## src/hw/rtl/bipr_pkg.sv

```systemverilog
// bipr_pkg: shared types and constants for the isolated pixel removal block
package bipr_pkg;

  localparam int ROW_W      = 64;
  localparam int NUM_W      = 12;
  localparam int WIDTH_W    = 7;
  localparam int HEIGHT_W   = 13;
  localparam int CFG_IDX_W  = 1;
  localparam int HEIGHT_CAP = 4096;

  localparam logic [CFG_IDX_W-1:0] CFG_IDX_IMAGE_WIDTH  = 1'b0;
  localparam logic [CFG_IDX_W-1:0] CFG_IDX_IMAGE_HEIGHT = 1'b1;

  localparam logic [WIDTH_W-1:0]  WIDTH_RESET  = 7'd64;
  localparam logic [HEIGHT_W-1:0] HEIGHT_RESET = 13'd2;

  typedef struct packed {
    logic [ROW_W-1:0] row;
    logic [NUM_W-1:0] num;
    logic             last;
  } res_t;

  typedef struct packed {
    logic [1:0] n;
    res_t       a;
    res_t       b;
  } push_t;

endpackage

```

## src/hw/rtl/bipr_filter.sv

```systemverilog
// bipr_filter: 3x3 isolated pixel test for one row against its neighbours
module bipr_filter #(
  parameter int N = 64
) (
  input  logic [N-1:0] above,
  input  logic [N-1:0] mid,
  input  logic [N-1:0] below,
  input  logic [N-1:0] mask,
  output logic [N-1:0] filt
);

  logic [N-1:0] a;
  logic [N-1:0] m;
  logic [N-1:0] b;
  logic [N-1:0] nb;

  assign a  = above & mask;
  assign m  = mid & mask;
  assign b  = below & mask;
  assign nb = a | (a << 1) | (a >> 1) | b | (b << 1) | (b >> 1) | (m << 1) | (m >> 1);
  assign filt = m & nb & mask;

endmodule

```

## src/hw/rtl/bipr_core.sv

```systemverilog
// bipr_core: input register, row history, row counter and result generation
module bipr_core #(
  parameter int ROW_PIXELS = 64,
  parameter int MAX_ROWS   = 4096
) (
  input  logic                                clk,
  input  logic                                rst_n,
  input  logic                                in_valid,
  input  logic [bipr_pkg::ROW_W-1:0]          in_row_pixels,
  output logic                                in_stall,
  input  logic [bipr_pkg::WIDTH_W-1:0]        image_width,
  input  logic [bipr_pkg::HEIGHT_W-1:0]       image_height,
  input  logic [1:0]                          free,
  output bipr_pkg::push_t                     push
);
  import bipr_pkg::*;

  localparam int ROW_LIMIT = (MAX_ROWS < HEIGHT_CAP) ? MAX_ROWS : HEIGHT_CAP;

  logic                  in_vld_r;
  logic                  in_vld_nxt;
  logic [ROW_PIXELS-1:0] in_row_r;
  logic [ROW_PIXELS-1:0] older_r;
  logic [ROW_PIXELS-1:0] older_nxt;
  logic [ROW_PIXELS-1:0] newer_r;
  logic [ROW_PIXELS-1:0] newer_nxt;
  logic [NUM_W-1:0]      rows_r;
  logic [NUM_W-1:0]      rows_nxt;

  logic [ROW_PIXELS-1:0] mask;
  logic [ROW_PIXELS-1:0] cur;
  logic [ROW_PIXELS-1:0] above_last;
  logic [ROW_PIXELS-1:0] filt0;
  logic [ROW_PIXELS-1:0] filt1;
  logic [HEIGHT_W-1:0]   h_lim;
  logic                  has_prev;
  logic                  is_end;
  logic [1:0]            n;
  logic                  accept;
  logic                  consume;
  res_t                  res0;
  res_t                  res1;

  always_comb begin
    for (int i = 0; i < ROW_PIXELS; i++) begin
      mask[i] = (WIDTH_W'(i) < image_width);
    end
  end

  always_comb begin
    if (image_height > HEIGHT_W'(ROW_LIMIT)) begin
      h_lim = HEIGHT_W'(ROW_LIMIT);
    end else if (image_height == '0) begin
      h_lim = HEIGHT_W'(1);
    end else begin
      h_lim = image_height;
    end
  end

  assign cur        = in_row_r & mask;
  assign has_prev   = (rows_r != '0);
  assign is_end     = ({1'b0, rows_r} + HEIGHT_W'(1)) >= h_lim;
  assign above_last = has_prev ? newer_r : '0;

  bipr_filter #(.N(ROW_PIXELS)) u_filt_mid (
    .above (older_r),
    .mid   (newer_r),
    .below (cur),
    .mask  (mask),
    .filt  (filt0)
  );

  bipr_filter #(.N(ROW_PIXELS)) u_filt_last (
    .above (above_last),
    .mid   (cur),
    .below ('0),
    .mask  (mask),
    .filt  (filt1)
  );

  always_comb begin
    res0.row  = ROW_W'(filt0);
    res0.num  = rows_r - NUM_W'(1);
    res0.last = 1'b0;
    res1.row  = ROW_W'(filt1);
    res1.num  = rows_r;
    res1.last = 1'b1;
  end

  assign n       = {1'b0, has_prev} + {1'b0, is_end};
  assign consume = in_vld_r && (n <= free);
  assign in_stall = in_vld_r && !consume;
  assign accept  = in_valid && !in_stall;

  always_comb begin
    push.n = consume ? n : 2'd0;
    push.a = has_prev ? res0 : res1;
    push.b = res1;
  end

  assign in_vld_nxt = accept || (in_vld_r && !consume);

  always_comb begin
    older_nxt = older_r;
    newer_nxt = newer_r;
    rows_nxt  = rows_r;
    if (consume) begin
      if (is_end) begin
        older_nxt = '0;
        newer_nxt = '0;
        rows_nxt  = '0;
      end else begin
        older_nxt = above_last;
        newer_nxt = cur;
        rows_nxt  = rows_r + NUM_W'(1);
      end
    end
  end

  always_ff @(posedge clk) begin
    if (!rst_n) begin
      in_vld_r <= 1'b0;
      older_r  <= '0;
      newer_r  <= '0;
      rows_r   <= '0;
    end else begin
      in_vld_r <= in_vld_nxt;
      older_r  <= older_nxt;
      newer_r  <= newer_nxt;
      rows_r   <= rows_nxt;
    end
  end

  always_ff @(posedge clk) begin
    if (accept) begin
      in_row_r <= in_row_pixels[ROW_PIXELS-1:0];
    end
  end

endmodule

```

## src/hw/rtl/bipr_out_q.sv

```systemverilog
// bipr_out_q: two-entry result queue that drives the output channel
module bipr_out_q (
  input  logic            clk,
  input  logic            rst_n,
  input  bipr_pkg::push_t push,
  output logic [1:0]      free,
  output logic            out_valid,
  input  logic            out_stall,
  output bipr_pkg::res_t  head
);
  import bipr_pkg::*;

  logic [1:0] cnt_r;
  logic [1:0] cnt_nxt;
  res_t       q0_r;
  res_t       q0_nxt;
  res_t       q1_r;
  res_t       q1_nxt;
  logic       pop;
  logic [1:0] rc;
  res_t       e0;

  assign pop       = (cnt_r != 2'd0) && !out_stall;
  assign rc        = cnt_r - {1'b0, pop};
  assign e0        = pop ? q1_r : q0_r;
  assign free      = 2'd2 - rc;
  assign cnt_nxt   = rc + push.n;
  assign out_valid = (cnt_r != 2'd0);
  assign head      = q0_r;

  always_comb begin
    case (rc)
      2'd0: begin
        q0_nxt = push.a;
        q1_nxt = push.b;
      end
      2'd1: begin
        q0_nxt = e0;
        q1_nxt = push.a;
      end
      default: begin
        q0_nxt = q0_r;
        q1_nxt = q1_r;
      end
    endcase
  end

  always_ff @(posedge clk) begin
    if (!rst_n) begin
      cnt_r <= 2'd0;
    end else begin
      cnt_r <= cnt_nxt;
    end
  end

  always_ff @(posedge clk) begin
    q0_r <= q0_nxt;
    q1_r <= q1_nxt;
  end

endmodule

```

## src/hw/rtl/binary_isolated_pixel_removal.sv

```systemverilog
// binary_isolated_pixel_removal: top level, configuration registers and datapath
// One binary image row enters per item, top row first, and the block clears every set pixel
// whose eight neighbours are all clear (outside the image counts as clear). Each row after the
// first of a frame yields the filtered row above it; the last row of a frame also yields itself
// with out_frame_end set, so that item gives two results unless it is also the first row. Rows
// are accepted at one per cycle while in_stall is low; each is registered, and its results
// pass through the two-entry result queue; the input is held while the queue lacks room.
// The user must write image_width and image_height only while the block is idle; the block
// does not enforce it. Bits at or above the width are ignored on input and zero on output.
module binary_isolated_pixel_removal #(
  parameter int ROW_PIXELS = 64,
  parameter int MAX_ROWS   = 4096
) (
  input  logic                                clk,
  input  logic                                rst_n,
  input  logic                                in_valid,
  output logic                                in_stall,
  input  logic [bipr_pkg::ROW_W-1:0]          in_row_pixels,
  output logic                                out_valid,
  input  logic                                out_stall,
  output logic [bipr_pkg::ROW_W-1:0]          out_filtered_row,
  output logic [bipr_pkg::NUM_W-1:0]          out_row_number,
  output logic                                out_frame_end,
  input  logic                                cfg_write_en,
  input  logic [bipr_pkg::CFG_IDX_W-1:0]      cfg_index,
  input  logic [bipr_pkg::HEIGHT_W-1:0]       cfg_wdata
);
  import bipr_pkg::*;

  logic [WIDTH_W-1:0]  image_width_r;
  logic [WIDTH_W-1:0]  image_width_nxt;
  logic [HEIGHT_W-1:0] image_height_r;
  logic [HEIGHT_W-1:0] image_height_nxt;
  logic [1:0]          free;
  push_t               push;
  res_t                head;

  always_comb begin
    image_width_nxt  = image_width_r;
    image_height_nxt = image_height_r;
    if (cfg_write_en) begin
      case (cfg_index)
        CFG_IDX_IMAGE_WIDTH:  image_width_nxt  = cfg_wdata[WIDTH_W-1:0];
        CFG_IDX_IMAGE_HEIGHT: image_height_nxt = cfg_wdata;
        default: ;
      endcase
    end
  end

  always_ff @(posedge clk) begin
    if (!rst_n) begin
      image_width_r  <= WIDTH_RESET;
      image_height_r <= HEIGHT_RESET;
    end else begin
      image_width_r  <= image_width_nxt;
      image_height_r <= image_height_nxt;
    end
  end

  bipr_core #(
    .ROW_PIXELS (ROW_PIXELS),
    .MAX_ROWS   (MAX_ROWS)
  ) u_core (
    .clk           (clk),
    .rst_n         (rst_n),
    .in_valid      (in_valid),
    .in_row_pixels (in_row_pixels),
    .in_stall      (in_stall),
    .image_width   (image_width_r),
    .image_height  (image_height_r),
    .free          (free),
    .push          (push)
  );

  bipr_out_q u_out_q (
    .clk       (clk),
    .rst_n     (rst_n),
    .push      (push),
    .free      (free),
    .out_valid (out_valid),
    .out_stall (out_stall),
    .head      (head)
  );

  assign out_filtered_row = head.row;
  assign out_row_number   = head.num;
  assign out_frame_end    = head.last;

endmodule

```

## config.mk

```make
export PLATFORM = sky130hd
export DESIGN_NAME = binary_isolated_pixel_removal
export DESIGN_NICKNAME = d
export VERILOG_FILES = /design/src/hw/rtl/bipr_pkg.sv /design/src/hw/rtl/bipr_filter.sv /design/src/hw/rtl/bipr_core.sv /design/src/hw/rtl/bipr_out_q.sv /design/src/hw/rtl/binary_isolated_pixel_removal.sv
export SDC_FILE = /design/constraint.sdc
export NUM_CORES = 1
export LEC_CHECK = 0
export BUFFER_PORTS_ARGS = -buffer_cell sky130_fd_sc_hd__buf_2
export CAP_MARGIN = 20
export CORE_ASPECT_RATIO = 0.7
export CORE_UTILIZATION = 48
export CTS_CLUSTER_DIAMETER = 50
export DETAILED_ROUTE_END_ITERATION = 12
export PLACE_DENSITY = 0.66
export SYNTH_ARGS = -nofsm -noshare
export SYNTH_HDL_FRONTEND = slang
export SYNTH_SLANG_ARGS = --single-unit
```

## constraint.sdc

```tcl
create_clock -name clk -period 9.9 [get_ports clk]
set_input_delay 0.99 -clock clk [delete_from_list [all_inputs] [get_ports clk]]
set_output_delay 0.99 -clock clk [all_outputs]
set_load 0.02 [all_outputs]
```

==> results.py <==
metrics = {
    "worst_setup_path": {
        "startpoint_type": "register",
        "cp_max_fo": 74,
        "critPathKind": "register to register",
        "worst-r2r-setup-slack_ns": 3.78,
        "ff2ff_path_depth": 21,
        "cp.required_ns": 10.37,
        "end_kind": "register",
        "r2r_start": "u_core.rows_r[0]$_SDFFE_PN0P_",
        "cp.arrival_ns": 6.59,
        "r2r-end": "u_core.older_r[51]$_SDFFE_PN0P_",
    },
    "die": {
        "fp.dieH_um": 170,
        "core_um2": 39000,
        "dieArea_um2": 40900,
        "ioPinCount": 162,
        "rows": 60,
        "initial_utilization_pct": 49.4,
        "fp.dieW_um": 241,
    },
    "synthesis": {
        "synth_cell_types": 79,
        "synth.top_cells.by_area": "edfxtp_1 34%, dfxtp_1 17%, nand2_1 7.5%",
        "synthFlopType": "edfxtp_1",
        "synth_common_cells": "387 x nand2_1, 218 x edfxtp_1, 209 x o21ai_0",
        "ys_ff_latch": 381,
        "synthArstFlopShare_pct": 0,
        "syn_inst": 2059,
        "synth_most_common_cell": "nand2_1",
        "synth_edf_count": 218,
        "synth_warnings": 0,
        "synth_top_area_share_pct": 34.0,
        "synth_fp_nets": 2164,
        "yosysSeqAreaShare_pct": 51.0,
        "synth_area_leader_cell": "edfxtp_1",
        "postSynthAreaPerCell_um2": 9.35,
        "mappedNetlistArea_um2": 19200,
    },
    "sta": {
        "maxSlewViolCount": 0,
        "skew_ns": 0.0243,
        "slew_headroom_pct": 30.3,
        "hold_violations": 0,
        "rsz0062_at_grt": "false",
        "fmax_mhz": 163,
        "max_slew.worst_pin.slew_ns": 1.03,
        "setup_violations": 0,
        "setup_tns_ns": 0,
        "period_share_pct": 61.8,
        "timing.hold.ws_ns": 0.474,
        "fin_crit_ns": 6.12,
    },
    "power_and_ir_drop": {
        "p_per_area_nw_per_um2": 336,
        "total_leakage_power_nw": 8.21,
        "p_sw_share_pct": 42.9,
        "internal_power_mw": 4.17,
        "p_switching_mw": 3.14,
        "clockPowerShare_pct": 20.3,
        "ir_drop_mv": 0.370,
        "power_frac_comb_pct": 42.0,
        "pwr-share-seq_pct": 37.7,
    },
    "finish": {
        "area_growth_pct": 13.2,
        "layout.nets": 2269,
        "drive_gt1_share_pct": 13.0,
        "final_cells": 2721,
        "diodes": 0,
        "fin_util_pct": 55.9,
    },
    "drt": {
        "dr_total_vias": 17300,
        "drc": 0,
        "drtIter0Drc": 2425,
        "antenna_left": 0,
        "routed_via_density": 6.36,
        "detail_route.wl_per_cell_um": 22.0,
        "firstDrtPassIters": 6,
        "routed_wl_um": 60000,
    },
    "placement": {
        "gp_congestion": 0.949,
        "dp_hpwl_um": 39000,
        "dp_cells": 2647,
        "portBuffers": 161,
    },
    "global_route": {
        "grt_pass1_wl_um": 92600,
        "first_global_vias": 16100,
        "antenna_found_initial": 1,
        "gr-total-overflow": 0,
        "grt_max_degree": 121,
        "grt_usage_pct": 29.1,
    },
    "clock_network": {
        "clk_latency_ns": 0.55,
        "cts_htree_levels": 2,
        "clockRootBuffer": "clkbuf_16",
        "cts_resized": 0,
        "cts_inserted_buffers": 40,
        "ctsHoldBuffers": 0,
        "clock_path_buffers": 3,
        "cts_tree": "yes",
        "numClockSinks": 381,
        "path_clk_slew_ns": 0.07,
        "cts_setup_buffers": 0,
    },
    "min_path": {
        "hold_end": "image_height_r[0]$_SDFFE_PN0P_",
        "hold_depth": 2,
        "min_from": "image_height_r[0]$_SDFFE_PN0P_",
        "hold_path_class": "register to register",
    },
    "status": {
        "status": "finished clean",
    },
    "job": {
        "cap_violations": 0,
    },
}
cell families after synthesis:
logic type | share of synthesized area [%]
flops | 51.0
simple gates | 17.7
fa+ha+maj | 1.43
xor+xnor | 1.23
compound gates | 25.5
buf+inv | 3.13
mux | 0.117
final cells by class:
type	count	area [um2]
fillers	3471	17200
clock buffers	55	1150
inverters	23	86.3
flip-flops and latches	381	9810
multi-input cells	1528	8890
well taps	527	659
clock inverters	17	125
repair buffers	190	1060
critical path, cell delays in order (launching register included):
cell and delay, ns:
dfxtp_1 0.49, ha_1 0.29, nand3_1 0.18, or2_2 0.42, nor2_1 0.22, xor2_1 0.17
ha_1 0.26, a21o_1 0.16, a21o_1 0.17, a221oi_1 0.25, buf_4 0.24, nand2_1 0.08
ha_1 0.32, inv_1 0.05, ha_1 0.26, nand2_1 0.06, o21ai_0 0.12, and2_1 0.28
nor2b_4 0.32, buf_4 0.57, buf_4 0.81, a22o_1 0.27
power groups by stage:
stage	combinational, mW	clock (mW)	sequential, mW
final	3.07	1.48	2.76
after global routing	3.33	1.57	2.81
after CTS	2.99	1.50	2.77
after detailed placement	2.97	0	2.80
after global placement	2.92	0	2.79
after floorplan	1.72	0	2.95
how the worst max path moves through the flow:
| stage | to | from | slack, ns |
|---|---|---|---|
| detailed placement | u_core.newer_r[45]$_SDFFE_PN0P_ | u_core.rows_r[0]$_SDFFE_PN0P_ | 3.85 |
| CTS | u_core.older_r[45]$_SDFFE_PN0P_ | u_core.rows_r[0]$_SDFFE_PN0P_ | 3.81 |
| global route | u_core.newer_r[45]$_SDFFE_PN0P_ | u_core.rows_r[0]$_SDFFE_PN0P_ | 3.27 |
| global placement | u_core.older_r[45]$_SDFFE_PN0P_ | u_core.rows_r[0]$_SDFFE_PN0P_ | 4.13 |
| floorplan | u_core.in_row_r[0]$_DFFE_PP_ | u_core.rows_r[0]$_SDFFE_PN0P_ | 2.66 |
| finish | u_core.older_r[51]$_SDFFE_PN0P_ | u_core.rows_r[0]$_SDFFE_PN0P_ | 3.78 |
cells in the final DEF (no fill, tap or decap), types with 15 or more instances in the layout:
master / count
a211oi_1: 42
a21boi_0: 22
a21oi_1: 104
a22o_1: 75
a22oi_1: 27
a311oi_1: 17
a31oi_1: 46
and2_1: 20
buf_2: 161
buf_4: 26
clkbuf_16: 42
dfxtp_1: 163
edfxtp_1: 218
ha_1: 21
inv_1: 19
nand2_1: 387
nand2b_1: 15
nand3_1: 43
nand4_1: 21
nor2_1: 107
nor3_1: 58
o21ai_0: 209
o31ai_1: 59
xnor2_1: 15
flip-flops by register name (all words and copies together) (netlist names):
| signal | count |
|---|---|
| u_core.newer_r | 64 |
| image_width_r | 7 |
| u_core.in_vld_r | 1 |
| u_core.rows_r | 12 |
| u_out_q.head | 77 |
| u_core.in_row_r | 64 |
| u_core.older_r | 64 |
| u_out_q.cnt_r | 2 |
| u_out_q.q1_r | 77 |
| image_height_r | 13 |
layer usage:
metal | share of wire, % | up-vias | wire length, um | track usage (%)
li1 | - | 8016 | - | -
met1 | 45 | 8253 | 27100 | 43.2
met2 | 42 | 904 | 25100 | 42.4
met3 | 11 | 119 | 6360 | 6.70
met4 | 2.3 | 2 | 1400 | 7.54
met5 | 0.022 | - | 13 | 0
per-stage QoR:
stage | total power, mW | setup WS, ns | cell area (um2)
after floorplan | 4.67 | 2.66 | 19200
after global placement | 5.70 | 4.13 | 20500
after detailed placement | 5.77 | 3.85 | 20500
after CTS | 7.26 | 3.81 | 21700
after global routing | 7.70 | 3.27 | 21800
final | 7.31 | 3.78 | 21800
Power figures use the tool's default switching activity.
